<file path="src/rtl/qrs_pkg.sv">
// ----------------------------------------------------------------------------
// qrs_pkg: shared types and constants for the quantized ramp segment
// Level formats, register map, and controller/datapath handshake structs.
// ----------------------------------------------------------------------------
package qrs_pkg;

   localparam int LEVEL_BITS     = 32;
   localparam int HOLD_FRAC_BITS = 8;
   // Internal level width: two guard bits over the emitted level.
   localparam int INT_BITS       = LEVEL_BITS + 2;
   // Ramp-to-output distance: one more bit than an internal level.
   localparam int DIFF_BITS      = INT_BITS + 1;
   localparam int CFG_BITS       = 32;
   localparam int STEP_BITS      = 31;
   localparam int INC_BITS       = 31;
   localparam int HOLD_BITS      = 32;
   localparam int ADDR_BITS      = 5;
   localparam int REG_IDX_BITS   = 3;
   localparam int DIV_CNT_BITS   = $clog2(DIFF_BITS);

   localparam logic signed [INT_BITS-1:0] ONE_TICK = INT_BITS'(longint'(1) << HOLD_FRAC_BITS);
   localparam logic signed [INT_BITS-1:0] LIM_HI   =
      INT_BITS'((longint'(1) << (LEVEL_BITS - 1)) - 1);
   localparam logic signed [INT_BITS-1:0] LIM_LO   = -LIM_HI - INT_BITS'(1);

   localparam logic [STEP_BITS-1:0] STEP_RESET = STEP_BITS'(16777216);

   // Register map, byte address = 4 * index
   localparam logic [REG_IDX_BITS-1:0] REG_START_LEVEL    = 3'd0;
   localparam logic [REG_IDX_BITS-1:0] REG_END_LEVEL      = 3'd1;
   localparam logic [REG_IDX_BITS-1:0] REG_RAMP_INCREMENT = 3'd2;
   localparam logic [REG_IDX_BITS-1:0] REG_HOLD_RELOAD    = 3'd3;
   localparam logic [REG_IDX_BITS-1:0] REG_LEVEL_STEP     = 3'd4;

   typedef struct packed {
      logic signed [CFG_BITS-1:0] start_level;
      logic signed [CFG_BITS-1:0] end_level;
      logic [INC_BITS-1:0]        ramp_increment;
      logic [HOLD_BITS-1:0]       hold_reload;
      logic [STEP_BITS-1:0]       level_step;
   } cfg_type;

   typedef struct packed {
      logic start;     // start beat accepted
      logic tick;      // tick beat accepted
      logic check;     // test for quantize, load divider
      logic div_step;  // one remainder bit
      logic fix;       // snap output to the step grid
      logic emit;      // load result register
   } ctrl_cmd_type;

   typedef struct packed {
      logic need_div;
      logic div_last;
   } dp_status_type;

endpackage

</file>
<file path="src/rtl/qrs_req_if.sv">
// ----------------------------------------------------------------------------
// qrs_req_if: request channel
// Valid/ready channel carrying one tick or start command per beat.
// ----------------------------------------------------------------------------
interface qrs_req_if;
   logic valid;
   logic ready;
   logic func;
   logic restart_level;

   modport source (output valid, output func, output restart_level, input ready);
   modport sink   (input valid, input func, input restart_level, output ready);
endinterface

</file>
<file path="src/rtl/qrs_rsp_if.sv">
// ----------------------------------------------------------------------------
// qrs_rsp_if: response channel
// Valid/ready channel carrying one quantized level per tick beat.
// ----------------------------------------------------------------------------
interface qrs_rsp_if;
   import qrs_pkg::*;
   logic                         valid;
   logic                         ready;
   logic signed [LEVEL_BITS-1:0] level;
   logic                         done_res;

   modport source (output valid, output level, output done_res, input ready);
   modport sink   (input valid, input level, input done_res, output ready);
endinterface

</file>
<file path="src/rtl/qrs_csr.sv">
// ----------------------------------------------------------------------------
// qrs_csr: configuration registers
// APB-style write/read access to the five segment registers.
// ----------------------------------------------------------------------------
module qrs_csr (
   input  logic                          clock,
   input  logic                          reset,
   input  logic                          psel,
   input  logic                          penable,
   input  logic                          pwrite,
   input  logic [qrs_pkg::ADDR_BITS-1:0] paddr,
   input  logic [qrs_pkg::CFG_BITS-1:0]  pwdata,
   output logic [qrs_pkg::CFG_BITS-1:0]  prdata,
   output logic                          pready,
   output qrs_pkg::cfg_type              cfg
);
   import qrs_pkg::*;

   cfg_type                 cfg_ff;
   cfg_type                 cfg_in;
   logic                    wr_en;
   logic [REG_IDX_BITS-1:0] idx;

   assign pready = 1'b1;
   assign wr_en  = psel && penable && pwrite;
   assign idx    = paddr[ADDR_BITS-1:2];
   assign cfg    = cfg_ff;

   always_comb begin
      cfg_in = cfg_ff;
      if (wr_en) begin
         case (idx)
            REG_START_LEVEL:    cfg_in.start_level    = $signed(pwdata);
            REG_END_LEVEL:      cfg_in.end_level      = $signed(pwdata);
            REG_RAMP_INCREMENT: cfg_in.ramp_increment = pwdata[INC_BITS-1:0];
            REG_HOLD_RELOAD:    cfg_in.hold_reload    = pwdata[HOLD_BITS-1:0];
            REG_LEVEL_STEP:     cfg_in.level_step     = pwdata[STEP_BITS-1:0];
            default: ;
         endcase
      end
   end

   always_comb begin
      case (idx)
         REG_START_LEVEL:    prdata = cfg_ff.start_level;
         REG_END_LEVEL:      prdata = cfg_ff.end_level;
         REG_RAMP_INCREMENT: prdata = CFG_BITS'(cfg_ff.ramp_increment);
         REG_HOLD_RELOAD:    prdata = CFG_BITS'(cfg_ff.hold_reload);
         REG_LEVEL_STEP:     prdata = CFG_BITS'(cfg_ff.level_step);
         default:            prdata = '0;
      endcase
   end

   always_ff @(posedge clock) begin
      if (reset) begin
         cfg_ff.start_level    <= '0;
         cfg_ff.end_level      <= '0;
         cfg_ff.ramp_increment <= '0;
         cfg_ff.hold_reload    <= '0;
         cfg_ff.level_step     <= STEP_RESET;
      end else begin
         cfg_ff <= cfg_in;
      end
   end

endmodule

</file>
<file path="src/rtl/qrs_dp.sv">
// ----------------------------------------------------------------------------
// qrs_dp: ramp datapath
// Ramp, output level and hold counter, a bit-serial remainder unit for
// snapping to the step grid, and the saturating result register.
// ----------------------------------------------------------------------------
module qrs_dp (
   input  logic                                clock,
   input  logic                                reset,
   input  qrs_pkg::cfg_type                    cfg,
   input  qrs_pkg::ctrl_cmd_type               cmd,
   input  logic                                restart_level,
   output qrs_pkg::dp_status_type              status,
   output logic signed [qrs_pkg::LEVEL_BITS-1:0] level,
   output logic                                done_res
);
   import qrs_pkg::*;

   logic signed [INT_BITS-1:0]   ramp_ff, ramp_in;
   logic signed [INT_BITS-1:0]   out_ff, out_in;
   logic signed [INT_BITS-1:0]   hold_ff, hold_in;
   logic                         up_ff, up_in;
   logic                         fin_ff, fin_in;
   logic                         pend_ff, pend_in;
   logic [DIFF_BITS-1:0]         quo_ff, quo_in;
   logic [STEP_BITS-1:0]         rem_ff, rem_in;
   logic [DIV_CNT_BITS-1:0]      cnt_ff, cnt_in;
   logic signed [LEVEL_BITS-1:0] level_ff, level_in;
   logic                         done_ff, done_in;

   logic signed [INT_BITS-1:0]   y0, y1, inc, reload, pad_ext, sat;
   logic signed [DIFF_BITS-1:0]  diff;
   logic [STEP_BITS-1:0]         step, pad;
   logic [STEP_BITS:0]           trial;
   logic                         moving, hold_pos;

   assign y0       = INT_BITS'($signed(cfg.start_level));
   assign y1       = INT_BITS'($signed(cfg.end_level));
   assign inc      = $signed(INT_BITS'(cfg.ramp_increment));
   assign reload   = $signed(INT_BITS'(cfg.hold_reload));
   // zero step behaves as one LSB
   assign step     = (cfg.level_step == '0) ? STEP_BITS'(1) : cfg.level_step;
   assign moving   = up_ff ? (ramp_ff < y1) : (ramp_ff > y1);
   assign hold_pos = !hold_ff[INT_BITS-1] && (hold_ff != '0);
   // distance can exceed the internal level range, so one extra bit
   assign diff     = up_ff ? (DIFF_BITS'(ramp_ff) - DIFF_BITS'(out_ff))
                           : (DIFF_BITS'(out_ff) - DIFF_BITS'(ramp_ff));
   assign trial    = {rem_ff, quo_ff[DIFF_BITS-1]};
   assign pad      = (rem_ff == '0) ? '0 : (step - rem_ff);
   assign pad_ext  = $signed(INT_BITS'(pad));

   always_comb begin
      if (out_ff > LIM_HI) begin
         sat = LIM_HI;
      end else if (out_ff < LIM_LO) begin
         sat = LIM_LO;
      end else begin
         sat = out_ff;
      end
   end

   assign status.need_div = pend_ff && !diff[DIFF_BITS-1] && (diff != '0);
   assign status.div_last = (cnt_ff == DIV_CNT_BITS'(DIFF_BITS - 1));
   assign level           = level_ff;
   assign done_res        = done_ff;

   always_comb begin
      ramp_in  = ramp_ff;
      out_in   = out_ff;
      hold_in  = hold_ff;
      up_in    = up_ff;
      fin_in   = fin_ff;
      pend_in  = pend_ff;
      quo_in   = quo_ff;
      rem_in   = rem_ff;
      cnt_in   = cnt_ff;
      level_in = level_ff;
      done_in  = done_ff;

      if (cmd.start) begin
         up_in   = (y1 >= y0);
         out_in  = restart_level ? y0 : out_ff;
         ramp_in = restart_level ? y0 : out_ff;
         hold_in = reload;
         fin_in  = 1'b0;
         pend_in = 1'b0;
      end

      if (cmd.tick) begin
         pend_in = 1'b0;
         if (!fin_ff) begin
            if (moving) begin
               ramp_in = up_ff ? (ramp_ff + inc) : (ramp_ff - inc);
               if (hold_pos) begin
                  hold_in = hold_ff - ONE_TICK;
               end else begin
                  hold_in = reload;
                  pend_in = 1'b1;
               end
            end else begin
               out_in = y1;
               fin_in = 1'b1;
            end
         end
      end

      // remainder of distance by step, MSB first
      if (cmd.check) begin
         quo_in = diff;
         rem_in = '0;
         cnt_in = '0;
      end

      if (cmd.div_step) begin
         quo_in = quo_ff << 1;
         if (trial >= {1'b0, step}) begin
            rem_in = STEP_BITS'(trial - {1'b0, step});
         end else begin
            rem_in = trial[STEP_BITS-1:0];
         end
         cnt_in = cnt_ff + DIV_CNT_BITS'(1);
      end

      // round the distance up to whole steps: land on ramp plus pad
      if (cmd.fix) begin
         out_in  = up_ff ? (ramp_ff + pad_ext) : (ramp_ff - pad_ext);
         pend_in = 1'b0;
      end

      if (cmd.emit) begin
         level_in = LEVEL_BITS'(sat);
         done_in  = fin_ff;
      end
   end

   always_ff @(posedge clock) begin
      if (reset) begin
         ramp_ff <= '0;
         out_ff  <= '0;
         hold_ff <= '0;
         up_ff   <= 1'b1;
         fin_ff  <= 1'b0;
         pend_ff <= 1'b0;
      end else begin
         ramp_ff <= ramp_in;
         out_ff  <= out_in;
         hold_ff <= hold_in;
         up_ff   <= up_in;
         fin_ff  <= fin_in;
         pend_ff <= pend_in;
      end
   end

   always_ff @(posedge clock) begin
      quo_ff   <= quo_in;
      rem_ff   <= rem_in;
      cnt_ff   <= cnt_in;
      level_ff <= level_in;
      done_ff  <= done_in;
   end

endmodule

</file>
<file path="src/rtl/qrs_ctrl.sv">
// ----------------------------------------------------------------------------
// qrs_ctrl: segment controller
// Sequences tick evaluation, the remainder loop and result hand-off.
// ----------------------------------------------------------------------------
module qrs_ctrl (
   input  logic                   clock,
   input  logic                   reset,
   input  logic                   req_valid,
   input  logic                   req_func,
   output logic                   req_ready,
   input  logic                   rsp_ready,
   output logic                   rsp_valid,
   input  qrs_pkg::dp_status_type status,
   output qrs_pkg::ctrl_cmd_type  cmd
);
   import qrs_pkg::*;

   localparam logic [2:0] S_IDLE  = 3'd0;
   localparam logic [2:0] S_CHECK = 3'd1;
   localparam logic [2:0] S_DIV   = 3'd2;
   localparam logic [2:0] S_FIX   = 3'd3;
   localparam logic [2:0] S_EMIT  = 3'd4;

   logic [2:0] state_ff, state_in;
   logic       rsp_valid_ff, rsp_valid_in;
   logic       accept;

   assign req_ready = (state_ff == S_IDLE);
   assign accept    = req_valid && req_ready;
   assign rsp_valid = rsp_valid_ff;

   always_comb begin
      state_in     = state_ff;
      cmd          = '0;
      cmd.start    = accept && req_func;
      cmd.tick     = accept && !req_func;
      case (state_ff)
         S_IDLE: begin
            if (accept && !req_func) begin
               state_in = S_CHECK;
            end
         end
         S_CHECK: begin
            cmd.check = 1'b1;
            state_in  = status.need_div ? S_DIV : S_EMIT;
         end
         S_DIV: begin
            cmd.div_step = 1'b1;
            if (status.div_last) begin
               state_in = S_FIX;
            end
         end
         S_FIX: begin
            cmd.fix  = 1'b1;
            state_in = S_EMIT;
         end
         S_EMIT: begin
            if (!rsp_valid_ff || rsp_ready) begin
               cmd.emit = 1'b1;
               state_in = S_IDLE;
            end
         end
         default: state_in = S_IDLE;
      endcase
   end

   always_comb begin
      rsp_valid_in = rsp_valid_ff;
      if (cmd.emit) begin
         rsp_valid_in = 1'b1;
      end else if (rsp_ready) begin
         rsp_valid_in = 1'b0;
      end
   end

   always_ff @(posedge clock) begin
      if (reset) begin
         state_ff     <= S_IDLE;
         rsp_valid_ff <= 1'b0;
      end else begin
         state_ff     <= state_in;
         rsp_valid_ff <= rsp_valid_in;
      end
   end

endmodule

</file>
<file path="src/rtl/quantized_ramp_segment.sv">
// ----------------------------------------------------------------------------
// quantized_ramp_segment: linear envelope segment with quantized output
// Top level joining config registers, controller and datapath.
// ----------------------------------------------------------------------------
// Usage
//   req_bus carries one command per beat: func=1 starts a segment (direction
//   from start_level/end_level, optional jump to start_level when
//   restart_level=1, hold counter reload, done cleared); func=0 is one tick.
//   A start beat produces nothing on rsp_bus. Each tick beat produces exactly
//   one rsp_bus beat with the saturated Q8.24 level and the done flag.
//   Sequencing: beats are taken only in idle, where a start completes. A tick
//   runs check and emit, plus the bit-serial remainder loop and fix when the
//   hold counter expires and the output lags the ramp, so it is snapped to
//   the step grid; the loop does one bit per cycle over the 35-bit distance.
//   The result sits in an output register, so req_ready returns once the
//   result is loaded even if rsp_bus has not taken it. A receiver stall only
//   holds the next tick in the emit state until the register frees up.
//   Registers live on the APB-style port at 4*index; pready is tied high and
//   writes are meant for idle periods only.
//   Reset (synchronous, active high) clears the ramp, level and hold state,
//   sets direction up, clears done and restores level_step to 1.0.
// ----------------------------------------------------------------------------
module quantized_ramp_segment (
   input  logic                          clock,
   input  logic                          reset,
   qrs_req_if.sink                       req_bus,
   qrs_rsp_if.source                     rsp_bus,
   input  logic                          psel,
   input  logic                          penable,
   input  logic                          pwrite,
   input  logic [qrs_pkg::ADDR_BITS-1:0] paddr,
   input  logic [qrs_pkg::CFG_BITS-1:0]  pwdata,
   output logic [qrs_pkg::CFG_BITS-1:0]  prdata,
   output logic                          pready
);
   import qrs_pkg::*;

   cfg_type       cfg;
   ctrl_cmd_type  cmd;
   dp_status_type status;

   // register file: live values, read wherever the datapath needs them
   qrs_csr u_csr (
      .clock   (clock),
      .reset   (reset),
      .psel    (psel),
      .penable (penable),
      .pwrite  (pwrite),
      .paddr   (paddr),
      .pwdata  (pwdata),
      .prdata  (prdata),
      .pready  (pready),
      .cfg     (cfg)
   );

   // sequencer: accept, evaluate, remainder loop, snap, emit
   qrs_ctrl u_ctrl (
      .clock     (clock),
      .reset     (reset),
      .req_valid (req_bus.valid),
      .req_func  (req_bus.func),
      .req_ready (req_bus.ready),
      .rsp_ready (rsp_bus.ready),
      .rsp_valid (rsp_bus.valid),
      .status    (status),
      .cmd       (cmd)
   );

   // restart_level is only sampled with cmd.start, in the accept cycle
   qrs_dp u_dp (
      .clock         (clock),
      .reset         (reset),
      .cfg           (cfg),
      .cmd           (cmd),
      .restart_level (req_bus.restart_level),
      .status        (status),
      .level         (rsp_bus.level),
      .done_res      (rsp_bus.done_res)
   );

endmodule

</file>
<file path="src/flat_wrapper.sv">
// flat-port wrapper written by rule: the top's interface ports become plain ports
module quantized_ramp_segment_flat import qrs_pkg::*;
  (clock, reset, psel, penable, pwrite, paddr, pwdata, prdata, pready, req_bus_valid, req_bus_func, req_bus_restart_level, req_bus_ready, rsp_bus_valid, rsp_bus_level, rsp_bus_done_res, rsp_bus_ready);
  qrs_req_if req_bus_i ();
  qrs_rsp_if rsp_bus_i ();
  input  logic clock;
  input  logic reset;
  input  logic psel;
  input  logic penable;
  input  logic pwrite;
  input  logic [qrs_pkg::ADDR_BITS-1:0] paddr;
  input  logic [qrs_pkg::CFG_BITS-1:0] pwdata;
  output logic [qrs_pkg::CFG_BITS-1:0] prdata;
  output logic pready;
  input wire logic [$bits(req_bus_i.valid)-1:0] req_bus_valid;
  input wire logic [$bits(req_bus_i.func)-1:0] req_bus_func;
  input wire logic [$bits(req_bus_i.restart_level)-1:0] req_bus_restart_level;
  output wire logic [$bits(req_bus_i.ready)-1:0] req_bus_ready;
  output wire logic [$bits(rsp_bus_i.valid)-1:0] rsp_bus_valid;
  output wire logic [$bits(rsp_bus_i.level)-1:0] rsp_bus_level;
  output wire logic [$bits(rsp_bus_i.done_res)-1:0] rsp_bus_done_res;
  input wire logic [$bits(rsp_bus_i.ready)-1:0] rsp_bus_ready;
  assign req_bus_i.valid = req_bus_valid;
  assign req_bus_i.func = req_bus_func;
  assign req_bus_i.restart_level = req_bus_restart_level;
  assign req_bus_ready = req_bus_i.ready;
  assign rsp_bus_valid = rsp_bus_i.valid;
  assign rsp_bus_level = rsp_bus_i.level;
  assign rsp_bus_done_res = rsp_bus_i.done_res;
  assign rsp_bus_i.ready = rsp_bus_ready;
  quantized_ramp_segment u_core (.clock(clock), .reset(reset), .req_bus(req_bus_i), .rsp_bus(rsp_bus_i), .psel(psel), .penable(penable), .pwrite(pwrite), .paddr(paddr), .pwdata(pwdata), .prdata(prdata), .pready(pready));
endmodule
</file>
<file path="config.mk">
export PLATFORM = sky130hd
export DESIGN_NAME = quantized_ramp_segment_flat
export DESIGN_NICKNAME = d
export VERILOG_FILES = /design/src/rtl/qrs_pkg.sv /design/src/rtl/qrs_req_if.sv /design/src/rtl/qrs_rsp_if.sv /design/src/rtl/qrs_csr.sv /design/src/rtl/qrs_dp.sv /design/src/rtl/qrs_ctrl.sv /design/src/rtl/quantized_ramp_segment.sv /design/src/flat_wrapper.sv
export SDC_FILE = /design/constraint.sdc
export NUM_CORES = 2
export LEC_CHECK = 0
export BUFFER_PORTS_ARGS = -buffer_cell sky130_fd_sc_hd__clkbuf_2
export CORE_ASPECT_RATIO = 2
export CORE_MARGIN = 4
export CORE_UTILIZATION = 59
export CTS_BUF_LIST = sky130_fd_sc_hd__clkbuf_2 sky130_fd_sc_hd__clkbuf_4 sky130_fd_sc_hd__clkbuf_8
export CTS_CLUSTER_DIAMETER = 200
export CTS_CLUSTER_SIZE = 8
export DETAILED_ROUTE_END_ITERATION = 8
export PLACE_DENSITY = 0.79
export SLEW_MARGIN = 20
export SYNTH_ARGS = -nofsm -noshare
export SYNTH_HDL_FRONTEND = slang
export SYNTH_SLANG_ARGS = --single-unit
</file>
<file path="constraint.sdc">
create_clock -name clock -period 6 [get_ports clock]
set_clock_uncertainty 0.1 [all_clocks]
set_input_delay 0.6 -clock clock [delete_from_list [all_inputs] [get_ports clock]]
set_output_delay 0.6 -clock clock [all_outputs]
set_load 0.005 [all_outputs]
</file>
## Word-level counts from Yosys, hierarchy flattened

Cells that the tools add are included.

| storage, ports and cells | value |
|---|---|
| register bits after elaboration | 372 |
| memories kept | 0 |
| output and inout bits | 68 |
| RAM bits | 0 |
| latch bits | 0 |
| ROM bits | 0 |

| cells by class | value |
|---|---|
| equality and inequality tests | 12 |
| $mul | 0 |
| add/sub/neg operators | 10 |
| shift operators | 0 |
| magnitude comparators | 6 |
| reduce and logical (&&, ||, !) cells | 29 |
| divide/modulo/power cells | 0 |
| bitwise operators | 0 |
| mux-type cells | 51 |

Operators by type and width:

| cell | number |
|---|---|
| two-way mux 34 bit | 17 |
| case mux 32 bit (5 select lines) | 1 |
| two-way mux 31 bit | 5 |
| two-way mux 35 bit | 3 |
| subtractor 34 x 34 -> 35 bit | 2 |
| adder 34 x 32 -> 34 bit | 2 |
| subtractor 34 x 32 -> 34 bit | 2 |
| logical NOT 31 bit | 2 |
| subtractor 31 bit | 2 |
| nonzero test 35 bit | 1 |
| greater-than comparator 34 x 32 -> 1 bit | 1 |
| greater-than comparator 34 x 32 -> 1 bit, second input constant | 1 |
| < comparator 34 x 32 -> 1 bit | 1 |
| < comparator 34 x 32 -> 1 bit, second input constant | 1 |
| nonzero test 34 bit | 1 |
| subtractor 34 x 10 -> 34 bit, second input constant | 1 |
| greater-or-equal comparator 32 x 31 -> 1 bit | 1 |
| greater-or-equal comparator 32 bit | 1 |
| two-way mux 32 bit | 1 |
| two-way mux 1 bit | 17 |
| case mux 3 bit (5 select lines) | 1 |
| == test 3 x 2 -> 1 bit, second input constant | 4 |
| two-way mux 3 bit | 4 |
| two-way mux 6 bit | 2 |
| 14 further kinds | 34 |

## Depth between registers and ports, before layout

| logic depth | value |
|---|---|
| depth in word-level cells | 8 |
| mapped depth | 32 |
| gate-level depth less buffers | 32 |

## Hierarchy

From an unflattened synthesis, not the netlist that was laid out.

| second synthesis, totals | value |
|---|---|
| cells, all modules | 3921 |
| area total of the unflattened synthesis | 31592.8 µm² |

Modules (own cells, without submodules):

| module | cells an instance | instances | area an instance (µm²) | seq. area each (µm²) |
|---|---|---|---|---|
| qrs_dp | 3178 | 1 | 23902.9 | 5245.0 |
| qrs_csr | 713 | 1 | 7403.4 | 3163.0 |
| qrs_ctrl | 30 | 1 | 286.5 | 80.1 |

## Worst setup path after synthesis

No wires, ideal clock.

| timing | value |
|---|---|
| path type | register to register |
| start point | register u_core.u_csr.cfg_ff (netlist bit u_core.u_csr.cfg[30]) |
| end point | register u_core.u_dp.out_ff[33] |
| arrival | 5.635 ns |
| setup time | 0.131 ns |
| slack | 0.134 ns |
| path buffers | 0 |
| stages on the path, launching flop included | 32 |
| cell sequence | dfxtp_1 -> nor4_1 -> nand4_1 -> nor2_1 -> or2_2 -> inv_1 -> ha_1 -> inv_1 -> fa_1 -> a21o_1 -> a22oi_1 -> o2111a_1 -> xor2_1 -> o21ai_0 -> or3_1 -> nor3_1 -> a21oi_1 -> xnor2_1 -> nor2_1 -> ha_1 -> a21o_1 -> a2111oi_0 -> o21ai_0 -> o21ai_0 -> o21ai_0 -> a21oi_1 -> o21ai_0 -> o21ba_2 -> xnor2_1 -> nor4_1 -> o21ai_0 -> o211ai_1 |

| on the way | value |
|---|---|
| cells in the longest elaborated chain, start to end | 7 |
| elaborated cells on any way between the ends | 8 |
| those cells by class | add/sub: 3; mux: 4; reduce/logical: 1 |

Ends and longest elaborated chain:

| item | RTL line | source |
|---|---|---|
| start: declaration | qrs_csr.sv:19 | `cfg_type cfg_ff;` |
| start signal: assignment | qrs_csr.sv:62 | `cfg_ff <= cfg_in;` |
| logical NOT 31 bit | qrs_dp.sv:41 | `assign step = (cfg.level_step == '0) ? STEP_BITS'(1) : cfg.level_step;` |
| two-way mux 31 bit (*) | qrs_dp.sv:41 |  |
| subtractor 31 bit (*) | qrs_dp.sv:48 | `assign pad = (rem_ff == '0) ? '0 : (step - rem_ff);` |
| two-way mux 31 bit (*) | qrs_dp.sv:48 |  |
| subtractor 34 x 32 -> 34 bit / adder 34 x 32 -> 34 bit (equally long branches) | qrs_dp.sv:125 | `out_in = up_ff ? (ramp_ff + pad_ext) : (ramp_ff - pad_ext);` |
| two-way mux 34 bit (*) | qrs_dp.sv:125 |  |
| two-way mux 34 bit (*) | qrs_dp.sv:124 | `if (cmd.fix) begin` |
| end signal: assignment | qrs_dp.sv:145 | `out_ff <= out_in;` |
| end: declaration | qrs_dp.sv:19 | `logic signed [INT_BITS-1:0] out_ff, out_in;` |

Every way passes the cells marked *; elsewhere a longest branch is shown, timed or not.
A chain may end at the register's enable or synchronous reset.

## Final worst setup path

| timing | value |
|---|---|
| start point | register u_core.u_csr.cfg_ff (netlist bit u_core.u_csr.cfg[25]) |
| end point | register u_core.u_dp.out_ff[32] |

The elaborated chain is that of the path after synthesis.

==> flow_metrics.tcl <==
set metrics [dict create \
    grt_usage 0.426 \
    grt_pass1_wl_um 184000 \
    cp.required_ns 6.42 \
    power_frac_comb 0.374 \
    drt-pass1-iter-count 6 \
    grt_max_degree 96 \
    viasPerCell 6.59 \
    syn_to_final_growth_pct 12.8 \
    syn_avg_cell_area_sq_um 7.49 \
    syn_nets 4406 \
    timing_hold_violations_final 0 \
    drive_gt1_frac 0.142 \
    netlist_area_sq_um 30600 \
    power.density_nw_per_um2 225 \
    cpMaxStageDelayCell "or3_4" \
    p_leak_nw 14.4 \
    htree_num_levels 2 \
    worst-setup-path-type "reg -> reg" \
    routed_wl_um 124000 \
    p_seq_frac 0.366 \
    cts_sinks 372 \
    core_sq_um 51100 \
    synthTopCellsByArea "dfxtp_1, ha_1, edfxtp_1" \
    slew_headroom 0.211 \
    rsz0062_at_grt "true" \
    clk_root_buffer_cell "clkbuf_8" \
    synthCells 4088 \
    clk_pin_slew_ns 0.08 \
    ctsHoldBuffers 0 \
    p_sw_frac 0.397 \
    path_common_cell "buf_4" \
    synthMuxAreaShare 0.0242 \
    violations "negative setup slack" \
    endpoint_kind "flop" \
    antenna_found_initial 5 \
    ys.warnings.count 0 \
    irDropWorstVdd_uv 282 \
    numPortBuffers 110 \
    post_synth_num_cell_types 98 \
    cts_tree "built" \
    arrival_ns 6.58 \
    synth-seq-cells 372 \
    synth_flop_cell "dfxtp_1" \
    cp-start-kind "flop" \
    max_freq_ghz 0.162 \
    die-height_um 330 \
    drc 0 \
    synth_seq_area_share 0.277 \
    nFillCells 4604 \
    fin_ws_ns -0.161 \
    tightest_slew_ns 1.17 \
    std_cell_rows 117 \
    hold_depth 3 \
    critPathMaxStageDelay_ns 0.41 \
    cts_buffers 52 \
    pre_cts_ws_ns -0.538 \
    clkLatencyLatePin_ns 0.69 \
    internal_power_mw 4.69 \
    synth_top_area_cell "dfxtp_1" \
    cts_max_path_buffers 3 \
    gr-total-overflow 0 \
    ant_nets 0 \
    crit_fanout 3 \
    grt_pass1_vias 32200 \
    gpl.final_weighted_congestion 1.07 \
    io_pins 114 \
    switchingPower_mw 3.09 \
    fin_util 0.676 \
    synth_top_cell_area_share 0.175 \
    finalCritPeriodShare 1.03 \
    dr_total_vias 32700 \
    maxCapViolCount 0 \
    ys_async_sr_fraction 0 \
    nNetsFinal 4593 \
    synth_xor_area_frac 0.0540 \
    start_util 0.600 \
    synth_top_family_by_area "compound AO/OA/AOI/OAI gates" \
    dpl.hpwl_um 95000 \
    period_minus_slack_ns 6.16 \
    status "finished, violations left" \
    min_path_type "in -> reg" \
    chipWidth_um 169 \
    synth_enable_flop_cells 104 \
    dieArea_sq_um 55900 \
    slew_violations 0 \
    wl_per_cell_um 24.9 \
    synth-simple-area-share 0.200 \
    synthAdderAreaFrac 0.113 \
    reg2reg_depth 33 \
    synth_compound_area_frac 0.269 \
    first_iter_violations 3327 \
    setup_viol 4 \
    clockPowerShare 0.260 \
]
## cell families (layout without fill, tap and decap cells)
group | after synthesis | in the layout
buf+inv | 510 | 718
flops | 372 | 372
other cells | 1 | 4
simple gates | 1364 | 1364
compound gates | 1309 | 1309
mux | 71 | 71
fa+ha+maj | 272 | 272
xor+xnor | 189 | 189
## per-layer routing
layer | global-route usage | vias to the layer above | wire, um
li1 | - | 14900 | -
met1 | 0.420 | 15100 | 38900
met2 | 0.740 | 1835 | 60000
met3 | 0.0709 | 758 | 9350
met4 | 0.409 | 2 | 15300
met5 | 0 | - | 13
## state kept, by name, summed over array words and instances, names as in the netlist
name                     cells
u_core.u_dp.done_res         1
u_core.u_dp.cnt_ff           6
u_core.u_dp.level           32
u_core.u_dp.hold_ff         34
u_core.u_dp.ramp_ff         34
u_core.u_dp.out_ff          34
u_core.u_ctrl.rsp_valid      1
u_core.u_dp.rem_ff          31
u_core.u_ctrl.state_ff       3
u_core.u_csr.cfg           158
u_core.u_dp.pend_ff          1
u_core.u_dp.quo_ff          35
u_core.u_dp.fin_ff           1
u_core.u_dp.up_ff            1
## cells in the mapped netlist, types with 86 or more instances
| cell | number |
|---|---|
| xnor2_1 | 116 |
| dfxtp_1 | 268 |
| nand2_1 | 619 |
| o211ai_1 | 86 |
| a21oi_1 | 502 |
| nor2_1 | 317 |
| edfxtp_1 | 104 |
| o21ai_0 | 165 |
| a21o_1 | 106 |
| ha_1 | 266 |
| inv_1 | 262 |
| clkbuf_1 | 213 |
## through the flow
stage,hold WS (ns),std cells,TNS (ns),instance area [sq um],power (mW)
floorplan,0.336,4088,0,30600,4.61
global placement,0.341,4853,-1.08,33000,5.60
detailed placement,0.348,4853,-2.25,33000,5.62
CTS,0.0649,4942,0,34200,7.63
global route,0.0903,4953,-3.13,34600,8.06
finish,0.0894,4953,-0.457,34600,7.78
## worst max-delay path, delay by kind of cell, from the launching register on
family	cells	cell delay [ns]
fa+ha+maj	3	0.76
compound gates	10	1.68
simple gates	8	1.56
flops	1	0.35
buf+inv	10	1.27
xor+xnor	2	0.28
## area by class of cell
| class | instances | area, sq um | share of cell area |
|---|---|---|---|
| clock inverters | 3 | 52.6 | 0.00152 |
| diodes | 3 | 7.51 | 0.000217 |
| inverters | 263 | 990 | 0.0286 |
| repair buffers | 380 | 2630 | 0.0760 |
| flip-flops and latches | 372 | 8510 | 0.246 |
| clock buffers | 72 | 872 | 0.0252 |
| multi-input cells | 3206 | 20700 | 0.598 |
| well taps | 654 | 818 | 0.0237 |
## repair_timing
item / 4_1_cts / 5_1_grt
endpoints found under the hold margin: 0 / 0
setup endpoints to repair: 12 / 14
gates resized for setup: 58 / 52
pin swaps: 38 / 50
buffers inserted: 14 / 10
## power by group through the flow
stage / clock network (mW) / registers, mW / logic [mW]
after floorplan: 0 / 2.82 / 1.79
after global placement: 0 / 2.89 / 2.71
after detailed placement: 0 / 2.89 / 2.73
after CTS: 2.03 / 2.84 / 2.77
after global routing: 2.11 / 2.85 / 3.10
final: 2.03 / 2.85 / 2.91
## cell usage in the layout, fill, tap and decap left out, types with 15 or more instances in the layout
| cell | instances |
|---|---|
| nand2_1 | 615 |
| a21oi_1 | 488 |
| nor2_1 | 308 |
| ha_1 | 264 |
| buf_4 | 263 |
| inv_1 | 260 |
| dfxtp_1 | 255 |
| o21ai_0 | 153 |
| xnor2_1 | 113 |
| clkbuf_2 | 108 |
| a21o_1 | 106 |
| edfxtp_1 | 104 |
| o211ai_1 | 86 |
| xor2_1 | 72 |
| nor3_1 | 71 |
| nand3_1 | 68 |
| a22oi_1 | 64 |
| o22ai_1 | 55 |
| clkbuf_8 | 53 |
| mux2i_1 | 46 |
| nand4_1 | 43 |
| a31oi_1 | 39 |
| nand2b_1 | 38 |
| o21ai_1 | 38 |
| nor2b_1 | 38 |
| o21bai_1 | 38 |
| a211oi_1 | 37 |
| or3_1 | 29 |
| and3_1 | 26 |
| o21a_1 | 26 |
| nor4_1 | 25 |
| mux2_2 | 25 |
| a211o_1 | 22 |
| clkbuf_4 | 19 |
| a21oi_2 | 15 |
## path summary, 6_finish.rpt
path / start / slack (ns) / to
min reg2reg: u_core.u_csr.cfg[73]$_SDFFE_PP0P_ / 0.36 / u_core.u_csr.cfg[73]$_SDFFE_PP0P_
min: pwdata[31] / 0.09 / u_core.u_csr.cfg[62]$_SDFFE_PP0P_
max reg2reg: u_core.u_csr.cfg[25]$_SDFFE_PP0P_ / -0.16 / u_core.u_dp.out_ff[32]$_SDFF_PP0_
max: u_core.u_csr.cfg[25]$_SDFFE_PP0P_ / -0.16 / u_core.u_dp.out_ff[32]$_SDFF_PP0_
(Power assumes the default switching activity.)
